$ cat config.mk
export PLATFORM = sky130hd
export DESIGN_NAME = offset_limit_row_window_unit_flat
export DESIGN_NICKNAME = d
export VERILOG_FILES = /design/src/design/olrw_pkg.sv /design/src/design/olrw_if.sv /design/src/design/offset_limit_row_window.sv /design/src/design/olrw_core.sv /design/src/design/olrw_skid.sv /design/src/flat_wrapper.sv
export SDC_FILE = /design/constraint.sdc
export NUM_CORES = 1
export LEC_CHECK = 0
export BUFFER_PORTS_ARGS = -buffer_cell sky130_fd_sc_hd__clkbuf_2
export CAP_MARGIN = 20
export CORE_ASPECT_RATIO = 1.5
export CORE_UTILIZATION = 30
export CTS_CLUSTER_DIAMETER = 100
export DETAILED_ROUTE_END_ITERATION = 12
export GPL_ROUTABILITY_DRIVEN = 0
export PLACE_DENSITY_LB_ADDON = 0.25
export SLEW_MARGIN = 20
export SYNTH_ARGS = -nofsm -noshare
export SYNTH_HDL_FRONTEND = slang
export SYNTH_SLANG_ARGS = --single-unit
export TNS_END_PERCENT = 10
$ cat constraint.sdc
create_clock -name clk_i -period 17.45 [get_ports clk_i]
set_input_delay 0.8725 -clock clk_i [delete_from_list [all_inputs] [get_ports clk_i]]
set_output_delay 0.8725 -clock clk_i [all_outputs]
set_load 0.1 [all_outputs]
$ cat src/design/olrw_pkg.sv
// Package for the offset/limit row window unit.
// Holds item kind and result status codes, register indexes and the result control struct.
// No dependencies; the top, core and skid design files import it.
package olrw_pkg;

  // Item kinds on the input channel
  typedef enum logic [1:0] {
    KIND_CHUNK   = 2'd0,
    KIND_EOS     = 2'd1,
    KIND_RESTART = 2'd2,
    KIND_UNUSED  = 2'd3
  } kind_e;

  // Result status codes
  typedef enum logic [1:0] {
    STATUS_DELIVER  = 2'd0,
    STATUS_DEPLETED = 2'd1,
    STATUS_LIMIT    = 2'd2
  } status_e;

  // Configuration register indexes
  localparam int unsigned CFG_IDX_BITS = 1;
  localparam logic [CFG_IDX_BITS-1:0] CFG_SKIP_ROWS = 1'd0;
  localparam logic [CFG_IDX_BITS-1:0] CFG_ROW_LIMIT = 1'd1;

  // Control part of one result leaving the window core
  typedef struct packed {
    logic    push;
    status_e status;
  } res_ctl_t;

endpackage

$ cat src/design/olrw_if.sv
// Channel interfaces for the offset/limit row window unit.
// olrw_in_if carries chunk items, olrw_out_if carries results; both valid/ready.
// Depends on nothing but the ROW_BITS parameter.
interface olrw_in_if #(
  parameter int unsigned ROW_BITS = 24
);
  logic                valid;
  logic                ready;
  logic [1:0]          kind;
  logic [ROW_BITS-1:0] chunk_rows;
  logic                has_table;

  modport source (output valid, kind, chunk_rows, has_table, input ready);
  modport sink   (input valid, kind, chunk_rows, has_table, output ready);
endinterface

interface olrw_out_if #(
  parameter int unsigned ROW_BITS = 24
);
  logic                valid;
  logic                ready;
  logic [1:0]          status;
  logic [ROW_BITS-1:0] rows_skipped;
  logic [ROW_BITS-1:0] rows_out;

  modport source (output valid, status, rows_skipped, rows_out, input ready);
  modport sink   (input valid, status, rows_skipped, rows_out, output ready);
endinterface

$ cat src/design/offset_limit_row_window.sv
// Offset/limit row window unit: skips leading rows and clips chunks to a row budget.
// A result passes from the core through the output register, or the skid stage while the output stalls.
// Throughput: one item per cycle while input ready is high; the skip and budget counters update in that cycle.
// The skid stage holds one result while the output stalls, then input ready drops.
// Reset (asynchronous, active low) clears both registers, the counters and the finished flag.
module offset_limit_row_window_unit import olrw_pkg::*; #(
  parameter int unsigned ROW_BITS = 24
) (
  input  logic                    clk_i,
  input  logic                    rst_ni,
  input  logic                    cfg_we_i,
  input  logic [CFG_IDX_BITS-1:0] cfg_idx_i,
  input  logic [ROW_BITS-1:0]     cfg_data_i,
  olrw_in_if.sink                 item_i,
  olrw_out_if.source              result_o
);

  localparam int unsigned DATA_W = 2 + 2 * ROW_BITS;

  res_ctl_t            res_ctl;
  logic [ROW_BITS-1:0] res_skipped, res_rows;
  logic                acc;
  logic                in_ready;
  logic [DATA_W-1:0]   res_data, out_data;

  assign acc          = item_i.valid && in_ready;
  assign item_i.ready = in_ready;

  olrw_core #(
    .ROW_BITS (ROW_BITS)
  ) u_core (
    .clk_i         (clk_i),
    .rst_ni        (rst_ni),
    .cfg_we_i      (cfg_we_i),
    .cfg_idx_i     (cfg_idx_i),
    .cfg_data_i    (cfg_data_i),
    .acc_i         (acc),
    .kind_i        (item_i.kind),
    .rows_i        (item_i.chunk_rows),
    .has_table_i   (item_i.has_table),
    .res_ctl_o     (res_ctl),
    .res_skipped_o (res_skipped),
    .res_rows_o    (res_rows)
  );

  assign res_data = {res_ctl.status, res_skipped, res_rows};

  olrw_skid #(
    .DATA_W (DATA_W)
  ) u_skid (
    .clk_i   (clk_i),
    .rst_ni  (rst_ni),
    .push_i  (res_ctl.push),
    .data_i  (res_data),
    .ready_o (in_ready),
    .valid_o (result_o.valid),
    .data_o  (out_data),
    .ready_i (result_o.ready)
  );

  assign result_o.status       = out_data[DATA_W-1 -: 2];
  assign result_o.rows_skipped = out_data[2*ROW_BITS-1 -: ROW_BITS];
  assign result_o.rows_out     = out_data[ROW_BITS-1:0];

  // A restart or an unused kind never produces a result
  a_restart_silent: assert property (@(posedge clk_i) disable iff (!rst_ni)
    acc && (item_i.kind == KIND_RESTART || item_i.kind == KIND_UNUSED) |-> !res_ctl.push)
    else $error("result pushed for restart or unused kind");

  // A result is only pushed for an accepted item
  a_push_needs_transfer: assert property (@(posedge clk_i) disable iff (!rst_ni)
    res_ctl.push |-> acc)
    else $error("result pushed without an input transfer");

  // Input ready low means a result is waiting at the output
  a_backpressure_source: assert property (@(posedge clk_i) disable iff (!rst_ni)
    !in_ready |-> result_o.valid)
    else $error("input stalled with no pending result");

  // After a pushed result the output valid is high in the next cycle
  a_push_visible: assert property (@(posedge clk_i) disable iff (!rst_ni)
    res_ctl.push |=> result_o.valid)
    else $error("pushed result not visible");

endmodule

$ cat src/design/olrw_core.sv
// Window core: configuration registers, skip/budget counters and the per-item decision.
// Updates its state on every accepted item and emits at most one result in the same cycle.
// Depends on olrw_pkg.
module olrw_core import olrw_pkg::*; #(
  parameter int unsigned ROW_BITS = 24
) (
  input  logic                    clk_i,
  input  logic                    rst_ni,
  input  logic                    cfg_we_i,
  input  logic [CFG_IDX_BITS-1:0] cfg_idx_i,
  input  logic [ROW_BITS-1:0]     cfg_data_i,
  input  logic                    acc_i,
  input  logic [1:0]              kind_i,
  input  logic [ROW_BITS-1:0]     rows_i,
  input  logic                    has_table_i,
  output res_ctl_t                res_ctl_o,
  output logic [ROW_BITS-1:0]     res_skipped_o,
  output logic [ROW_BITS-1:0]     res_rows_o
);

  logic [ROW_BITS-1:0] skip_rows_q, row_limit_q;
  logic [ROW_BITS-1:0] skip_left_q, skip_left_d;
  logic [ROW_BITS-1:0] budget_q, budget_d;
  logic                finished_q, finished_d;
  logic                limit_on_q, limit_on_d;

  // Configuration writes; they only matter at the next restart
  always_ff @(posedge clk_i or negedge rst_ni) begin
    if (!rst_ni) begin
      skip_rows_q <= '0;
      row_limit_q <= '0;
    end else if (cfg_we_i) begin
      if (cfg_idx_i == CFG_SKIP_ROWS) begin
        skip_rows_q <= cfg_data_i;
      end else if (cfg_idx_i == CFG_ROW_LIMIT) begin
        row_limit_q <= cfg_data_i;
      end
    end
  end

  // Decide skip, clip and result for the transfer at hand
  always_comb begin
    logic [ROW_BITS-1:0] rem;
    logic                fully_skipped;
    logic                stop;
    skip_left_d          = skip_left_q;
    budget_d             = budget_q;
    finished_d           = finished_q;
    limit_on_d           = limit_on_q;
    res_ctl_o.push       = 1'b0;
    res_ctl_o.status     = STATUS_DELIVER;
    res_skipped_o        = '0;
    res_rows_o           = '0;
    rem                  = rows_i;
    fully_skipped        = 1'b0;
    stop                 = 1'b0;
    if (acc_i) begin
      case (kind_i)
        KIND_RESTART: begin
          skip_left_d = skip_rows_q;
          budget_d    = row_limit_q;
          limit_on_d  = (row_limit_q != '0);
          finished_d  = 1'b0;
        end
        KIND_EOS: begin
          if (!finished_q) begin
            finished_d       = 1'b1;
            res_ctl_o.push   = 1'b1;
            res_ctl_o.status = STATUS_DEPLETED;
          end
        end
        KIND_CHUNK: begin
          if (!finished_q) begin
            if (!has_table_i && rows_i == '0) begin
              // tableless empty chunk passes untouched
              res_ctl_o.push = 1'b1;
            end else if (skip_left_q == '0 && !limit_on_q) begin
              // open window: pass whole, empty chunk ends the stream
              if (rows_i != '0) begin
                res_ctl_o.push = 1'b1;
                res_rows_o     = rows_i;
              end else begin
                finished_d       = 1'b1;
                res_ctl_o.push   = 1'b1;
                res_ctl_o.status = STATUS_DEPLETED;
              end
            end else begin
              // drop leading rows
              if (skip_left_q != '0) begin
                if (skip_left_q > rows_i) begin
                  skip_left_d   = skip_left_q - rows_i;
                  fully_skipped = 1'b1;
                end else begin
                  res_skipped_o = skip_left_q;
                  rem           = rows_i - skip_left_q;
                  skip_left_d   = '0;
                end
              end
              // clip to the budget
              if (!fully_skipped) begin
                if (budget_q != '0) begin
                  if (budget_q > rem) begin
                    budget_d = budget_q - rem;
                  end else begin
                    rem      = budget_q;
                    budget_d = '0;
                  end
                end else if (limit_on_q) begin
                  stop             = 1'b1;
                  finished_d       = 1'b1;
                  res_ctl_o.push   = 1'b1;
                  res_ctl_o.status = STATUS_LIMIT;
                  res_skipped_o    = '0;
                end
                if (!stop && rem != '0) begin
                  res_ctl_o.push = 1'b1;
                  res_rows_o     = rem;
                end
              end
              if (!res_ctl_o.push) begin
                res_skipped_o = '0;
              end
            end
          end
        end
        default: begin
          // unused kind: ignore
        end
      endcase
    end
  end

  // Window state
  always_ff @(posedge clk_i or negedge rst_ni) begin
    if (!rst_ni) begin
      skip_left_q <= '0;
      budget_q    <= '0;
      finished_q  <= 1'b0;
      limit_on_q  <= 1'b0;
    end else begin
      skip_left_q <= skip_left_d;
      budget_q    <= budget_d;
      finished_q  <= finished_d;
      limit_on_q  <= limit_on_d;
    end
  end

endmodule

$ cat src/design/olrw_skid.sv
// Result register with a skid stage between the window core and the output channel.
// Input ready comes from a register, so the core never waits on the output ready.
// Depends on olrw_pkg.
module olrw_skid import olrw_pkg::*; #(
  parameter int unsigned DATA_W = 50
) (
  input  logic              clk_i,
  input  logic              rst_ni,
  input  logic              push_i,
  input  logic [DATA_W-1:0] data_i,
  output logic              ready_o,
  output logic              valid_o,
  output logic [DATA_W-1:0] data_o,
  input  logic              ready_i
);

  logic              out_valid_q, skid_valid_q;
  logic [DATA_W-1:0] out_data_q, skid_data_q;
  logic              pop;

  assign pop     = out_valid_q && ready_i;
  assign ready_o = !skid_valid_q;
  assign valid_o = out_valid_q;
  assign data_o  = out_data_q;

  // Advance the output register, park a transfer in the skid stage when stalled
  always_ff @(posedge clk_i or negedge rst_ni) begin
    if (!rst_ni) begin
      out_valid_q  <= 1'b0;
      skid_valid_q <= 1'b0;
    end else if (!out_valid_q || pop) begin
      if (skid_valid_q) begin
        out_valid_q  <= 1'b1;
        skid_valid_q <= 1'b0;
      end else begin
        out_valid_q <= push_i;
      end
    end else if (push_i) begin
      skid_valid_q <= 1'b1;
    end
  end

  // Payload registers
  always_ff @(posedge clk_i) begin
    if (!out_valid_q || pop) begin
      if (skid_valid_q) begin
        out_data_q <= skid_data_q;
      end else if (push_i) begin
        out_data_q <= data_i;
      end
    end else if (push_i) begin
      skid_data_q <= data_i;
    end
  end

endmodule
$ cat src/flat_wrapper.sv
// flat-port wrapper written by rule: the top's interface ports become plain ports
module offset_limit_row_window_unit_flat import olrw_pkg::*;
#(
  parameter int unsigned ROW_BITS = 24
)
  (clk_i, rst_ni, cfg_we_i, cfg_idx_i, cfg_data_i, item_i_valid, item_i_kind, item_i_chunk_rows, item_i_has_table, item_i_ready, result_o_valid, result_o_status, result_o_rows_skipped, result_o_rows_out, result_o_ready);
  olrw_in_if #(.ROW_BITS(ROW_BITS)) item_i_i ();
  olrw_out_if #(.ROW_BITS(ROW_BITS)) result_o_i ();
  input  logic clk_i;
  input  logic rst_ni;
  input  logic cfg_we_i;
  input  logic [CFG_IDX_BITS-1:0] cfg_idx_i;
  input  logic [ROW_BITS-1:0] cfg_data_i;
  input wire logic [$bits(item_i_i.valid)-1:0] item_i_valid;
  input wire logic [$bits(item_i_i.kind)-1:0] item_i_kind;
  input wire logic [$bits(item_i_i.chunk_rows)-1:0] item_i_chunk_rows;
  input wire logic [$bits(item_i_i.has_table)-1:0] item_i_has_table;
  output wire logic [$bits(item_i_i.ready)-1:0] item_i_ready;
  output wire logic [$bits(result_o_i.valid)-1:0] result_o_valid;
  output wire logic [$bits(result_o_i.status)-1:0] result_o_status;
  output wire logic [$bits(result_o_i.rows_skipped)-1:0] result_o_rows_skipped;
  output wire logic [$bits(result_o_i.rows_out)-1:0] result_o_rows_out;
  input wire logic [$bits(result_o_i.ready)-1:0] result_o_ready;
  assign item_i_i.valid = item_i_valid;
  assign item_i_i.kind = item_i_kind;
  assign item_i_i.chunk_rows = item_i_chunk_rows;
  assign item_i_i.has_table = item_i_has_table;
  assign item_i_ready = item_i_i.ready;
  assign result_o_valid = result_o_i.valid;
  assign result_o_status = result_o_i.status;
  assign result_o_rows_skipped = result_o_i.rows_skipped;
  assign result_o_rows_out = result_o_i.rows_out;
  assign result_o_i.ready = result_o_ready;
  offset_limit_row_window_unit #(.ROW_BITS(ROW_BITS)) u_core (.clk_i(clk_i), .rst_ni(rst_ni), .cfg_we_i(cfg_we_i), .cfg_idx_i(cfg_idx_i), .cfg_data_i(cfg_data_i), .item_i(item_i_i), .result_o(result_o_i));
endmodule
==> flow_metrics.tcl, run 1 <==
set metrics [dict create \
    crit_arrival_ns 7.54 \
    fp.dieW_um 172.8 \
    timing.fmax_mhz 134.3 \
    multi_input_area_um2 7081 \
    critical_path_class "in2reg" \
    synth_top_cell_area_share_pct 22.87 \
    yosys-top-cells-count "171 x a21oi_1, 123 x nor2_1, 100 x dfrtp_1, 100 x edfxtp_1, 89 x nand2_1" \
    status "completed" \
    dieArea_um2 44620 \
    finalInstanceArea_um2 14850 \
    post_cts_buffers 0 \
    post-route-min-period_ns 7.446 \
    utilization_pct 34.48 \
    netlist_instances 1400 \
    grt_use_total_pct 20.90 \
    drv_slew 0 \
    setup_viol 0 \
    start_util_pct 30.49 \
    ys_seq_elements 200 \
    clock_path_buffers 2 \
    syn-num-nets 1531 \
    cts.clk_slew.worst_paths_ns 0.08 \
    clock-skew-final_ns 0.01504 \
    path_cells "clkbuf_2 -> inv_1 -> ha_1 -> nand2_1 -> nor4_2 -> nand3_1 -> and4bb_1 -> nor2_2 -> o31ai_1 -> ha_1 -> and4_1 -> nand3_1 -> a211oi_1 -> nor4b_1 -> or2_2 -> o41ai_1 -> nor3b_1 -> and4_1 -> o21ai_4 -> buf_4" \
    clock-sinks 200 \
    dp_slack_ns 9.700 \
    maxCapViolations 0 \
    rsz0062_at_grt "false" \
    design.core.area_um2 43050 \
    std_cell_rows 93 \
    ys.flop_type "edfxtp_1" \
    syn_to_final_growth_pct 13.08 \
    synth.area.top_cells "edfxtp_1 23%, dfrtp_1 19%, ha_1 6.8%" \
    worst_setup_path_start_kind "input port" \
    cts_buffers 17 \
    grt_pass1_vias 11310 \
    netlist_area_um2 13130 \
    grt_max_degree 74 \
    die_h_um 258.2 \
    diodes 0 \
    clk_latency_ns 0.46 \
    grt_pass1_wl_um 70340 \
    vias_per_cell 5.555 \
    placed_cell_area_um2 14190 \
    port_buffers 108 \
    yosysWarningCount 0 \
    syn_area_per_cell_um2 9.378 \
    leakagePower_nw 6.156 \
    hpwl_um 36460 \
    finalCritPeriodShare_pct 42.67 \
    worstMarginPinSlew_ns 1.047 \
    path_max_fanout 40 \
    cp-end-kind "register" \
    firstDrtPassIters 5 \
    required_ns 17.55 \
    drt_iter0_markers 779 \
    hp-class "in2async" \
    holdWs_ns 0.3537 \
    gr-total-overflow 0 \
    drive_above_1_share_pct 15.53 \
    drcViolationCount 0 \
    ios 109 \
    ys_seq_area_share_pct 41.93 \
    hold_buffers 0 \
    peakVddDrop_v 0.00009063 \
    wl_um 46320 \
    fin_nets 1593 \
    n_fill_cell 4546 \
    synth_area_leader_cell "edfxtp_1" \
    synth_cell_types 78 \
    synth-edff-count 100 \
    async_flop_share_pct 50.00 \
    dr_total_vias 11360 \
    hold_viol 0 \
    wl_per_cell_um 22.65 \
    ant_nets 0 \
    post_cts_resized 0 \
    yosysMostFrequentCell "a21oi_1" \
    fin_ws_ns 10.00 \
    antenna_found_initial 0 \
    cts_tree "yes" \
    slew_headroom_pct 30.23 \
    seq_area_um2 5507 \
    slowest_delay_ns 0.64 \
    critPathSlowestCell "ha_1" \
    root_buffer "clkbuf_16" \
    cts_max_level 4 \
    fin_setup_tns_ns 0 \
    p_per_area_nw_per_um2 198.6 \
]
## state kept, by name, indices dropped and copies added (netlist names)
| register | cells |
|---|---|
| u_core.u_skid.data_o | 50 |
| u_core.u_core.skip_left_q | 24 |
| u_core.u_core.skip_rows_q | 24 |
| u_core.u_core.budget_q | 24 |
| u_core.u_core.finished_q | 1 |
| u_core.u_core.limit_on_q | 1 |
| u_core.u_skid.skid_valid_q | 1 |
| u_core.u_skid.skid_data_q | 50 |
| u_core.u_skid.valid_o | 1 |
| u_core.u_core.row_limit_q | 24 |
## final cells by class
class	instances	share of cell area (%)
clock buffers	18	3.034
multi-input cells	1052	47.69
repair buffers	121	4.450
inverters	70	1.770
clock inverters	14	1.155
well taps	570	4.804
flip-flops and latches	200	37.09
## layer usage
metal	global-route usage, %	wire length, um
met3	3.330	1938
met2	35.47	22740
met4	15.02	3403
met5	0	0
met1	23.96	18240
## cells in the final DEF (no fill, tap or decap), types with 21 or more instances in the layout
| cell | n |
|---|---|
| nor4_1 | 28 |
| xnor2_1 | 28 |
| a22oi_1 | 31 |
| xor2_1 | 21 |
| inv_1 | 70 |
| o21ai_0 | 58 |
| a21o_1 | 46 |
| a21oi_1 | 169 |
| nand3_1 | 25 |
| edfxtp_1 | 100 |
| ha_1 | 71 |
| a22o_1 | 24 |
| nand2_1 | 88 |
| nor3_1 | 42 |
| dfrtp_1 | 99 |
| nor2_1 | 121 |
| clkbuf_2 | 107 |
| and2_1 | 30 |
| mux2_2 | 51 |
## stage by stage
| step | instances | power, W |
|---|---|---|
| 2_1_floorplan | 1400 | 0.002024 |
| 3_3_place_gp | 2012 | 0.002508 |
| 3_5_place_dp | 2012 | 0.002497 |
| 4_1_cts | 2044 | 0.002928 |
| 5_1_grt | 2045 | 0.003140 |
| 6_report | 2045 | 0.002948 |
## worst paths after layout
path	from	to	slack, ns	cells after the start
max in group asynchronous	rst_ni	u_core.u_core.skip_rows_q[14]$_DFFE_PN0P_	15.78	2
worst min-delay path	rst_ni	u_core.u_skid.valid_o$_DFFE_PN0N_	0.35	1
worst max-delay path	item_i_chunk_rows[16]	u_core.u_skid.skid_data_q[25]$_DFFE_PP_	10.00	20
min in group clk_i	u_core.u_skid.skid_data_q[16]$_DFFE_PP_	u_core.u_skid.data_o[16]$_DFFE_PP_	0.52	1
worst max register to register	u_core.u_core.skip_left_q[16]$_DFFE_PN0P_	u_core.u_skid.skid_data_q[25]$_DFFE_PP_	10.10	18
worst min register to register	u_core.u_skid.skid_data_q[16]$_DFFE_PP_	u_core.u_skid.data_o[16]$_DFFE_PP_	0.52	1
## critical path, delay by kind of cell
kind	cells	cell delay [ns]
AOI/OAI and AO/OA	4	1.54
buffers and inverters	3	0.79
adders and majority gates	2	1.07
and+or+nand+nor	11	3.21
## where the power goes
part,internal (W),switching [W],total (W)
combinational,0.000626,0.00119,0.00182
sequential,0.000593,0.000122,0.000715
clock,0.000203,0.000211,0.000414
total,0.00142,0.00153,0.00295
## kinds of logic after synthesis
kind of cell,count (synthesis),share of synthesized area [%]
adders and majority gates,74,7.224
muxes,56,4.756
DFF,200,41.93
buffers and inverters,148,4.670
AOI/OAI and AO/OA,452,22.26
xor gates and xnor gates,49,3.269
and+or+nand+nor,421,15.89
Power figures use the tool's default switching activity.
==> run 2: changes to the inputs <==
Clock period 17.45 ns to 7.45 ns, I/O delays scaled along.
==> run 2 against run 1 <==
Sequential share of layout area is 0.21 points lower. First-iteration DRC count shrank 6.0%. Cell count rose by 0.44%. Clock-buffer cell count up 2. Sequential power grew 130%. Via count down 0.49%. Hold slack got worse by 0.20 ns.
==> flow_metrics.tcl, run 2 (synthesized netlist as in run 1, its figures left out) <==
set metrics [dict create \
    status "completed" \
    clock_path_buffers 2 \
    wl_per_cell_um 22.68 \
    cts.clk_slew.worst_paths_ns 0.09 \
    vias_per_cell 5.503 \
    grt_max_degree 75 \
    timing.fmax_mhz 145.2 \
    fin_nets 1602 \
    clock-skew-final_ns 0.01437 \
    drcViolationCount 0 \
    grt_pass1_vias 11350 \
    cp-end-kind "register" \
    hold_buffers 1 \
    design.core.area_um2 43050 \
    grt_pass1_wl_um 70080 \
    firstDrtPassIters 7 \
    dpl.cell_count 2021 \
    setup_viol 0 \
    syn_to_final_growth_pct 13.70 \
    ios 109 \
    peakVddDrop_v 0.0002591 \
    critical_path_class "reg2reg" \
    crit_arrival_ns 7.02 \
    wl_um 46590 \
    ant_nets 0 \
    post_cts_buffers 0 \
    clock-sinks 200 \
    hpwl_um 36620 \
    dr_total_vias 11300 \
    start_util_pct 30.49 \
    drive_above_1_share_pct 15.84 \
    drt_iter0_markers 732 \
    post-route-min-period_ns 6.889 \
    antenna_found_initial 0 \
    leakagePower_nw 6.209 \
    hold_viol 0 \
    drv_slew 0 \
    finalCritPeriodShare_pct 92.47 \
    final_cell_mix "169 x a21oi_1, 121 x nor2_1, 107 x clkbuf_2" \
    n_fill_cell 4505 \
    holdWs_ns 0.1514 \
    finalNonFillerCells 2054 \
    dieArea_um2 44620 \
    root_buffer "clkbuf_16" \
    worst_setup_path_start_kind "register" \
    hp-class "in2reg" \
    required_ns 7.59 \
    slew_headroom_pct 32.10 \
    cts_buffers 17 \
    gr-total-overflow 0 \
    cts_tree "yes" \
    final_common_cell "a21oi_1" \
    port_buffers 108 \
    diodes 0 \
    rsz0062_at_grt "false" \
    clk_latency_ns 0.47 \
    std_cell_rows 93 \
    p_per_area_nw_per_um2 465.0 \
    grt_use_total_pct 21.01 \
    path_max_fanout 50 \
    utilization_pct 34.67 \
    worstMarginPinSlew_ns 1.015 \
    cts_max_level 4 \
    post_cts_resized 0 \
    die_h_um 258.2 \
    fp.dieW_um 172.8 \
    maxCapViolations 0 \
]
==> run 2: changes by cell type in the layout (fill, tap and decap cells not counted), sizes merged <==
cell / change
dlygate4sd3: +1
clkbuf: +2
clkinvlp: -2
buf: +8
bufinv: +1
clkinv: -2
inv: +1
==> run 2: final timing paths <==
kind	from	slack (ns)	cells after the start	endpoint
setup / recovery	u_core.u_core.skip_left_q[14]$_DFFE_PN0P_	0.56	19	u_core.u_skid.skid_data_q[26]$_DFFE_PP_
hold / removal	cfg_data_i[5]	0.15	2	u_core.u_core.skip_rows_q[5]$_DFFE_PN0P_
setup reg to reg	u_core.u_core.skip_left_q[14]$_DFFE_PN0P_	0.56	19	u_core.u_skid.skid_data_q[26]$_DFFE_PP_
hold reg to reg	u_core.u_core.skip_rows_q[0]$_DFFE_PN0P_	0.51	1	u_core.u_core.skip_rows_q[0]$_DFFE_PN0P_
max in group asynchronous	rst_ni	5.74	3	u_core.u_core.skip_left_q[22]$_DFFE_PN0P_
min in group asynchronous	rst_ni	0.38	2	u_core.u_core.budget_q[9]$_DFFE_PN0P_
==> run 2: routing by layer <==
| metal | share of wire [%] | wire length (um) | GRT usage (%) |
|---|---|---|---|
| met4 | 8.1 | 3758 | 17.08 |
| met2 | 48 | 22570 | 35.52 |
| met5 | 0 | 0 | 0 |
| met3 | 4.4 | 2070 | 3.330 |
| met1 | 39 | 18190 | 23.47 |
==> run 2: metrics by stage <==
stage / cell area (um^2) / setup TNS, ns / setup slack (ns) / power [W]
final: 14930 / 0 / 0.5607 / 0.006942
after global routing: 14930 / 0 / 0.1389 / 0.007405
after CTS: 14930 / 0 / 0.6797 / 0.006900
after detailed placement: 14290 / 0 / 0.4218 / 0.005871
after global placement: 14290 / 0 / 0.4921 / 0.005865
after floorplan: 13130 / -20.15 / -0.2015 / 0.004736
==> run 2: final cells by class <==
| cell class | instances | area [um^2] | area share, % |
|---|---|---|---|
| Tap cell | 570 | 713.2 | 4.777 |
| Clock buffer | 20 | 457.9 | 3.068 |
| Sequential cell | 200 | 5507 | 36.89 |
| Multi-Input combinational cell | 1052 | 7081 | 47.43 |
| Timing Repair Buffer | 130 | 735.7 | 4.928 |
| Inverter | 70 | 262.8 | 1.760 |
| Clock inverter | 12 | 171.4 | 1.148 |
==> run 2: power by group <==
group | total (W) | switching, W | internal (W)
clock | 0.000995 | 0.000488 | 0.000507
combinational | 0.00429 | 0.00281 | 0.00148
sequential | 0.00165 | 0.000263 | 0.00139
==> run 2: worst max-delay path, cell delays in order, from the launching register on <==
cell	delay, ns
dfrtp_1	0.54
ha_1	0.64
and4_1	0.37
nand4_1	0.16
a21oi_1	0.28
and4bb_1	0.35
nor2_2	0.54
nor2_1	0.10
a21oi_1	0.45
ha_1	0.30
and4_1	0.28
nand3_1	0.09
a211oi_1	0.33
nor4b_1	0.15
or2_2	0.46
o41ai_1	0.52
nor3b_1	0.11
and4_1	0.32
o21ai_4	0.20
buf_12	0.30
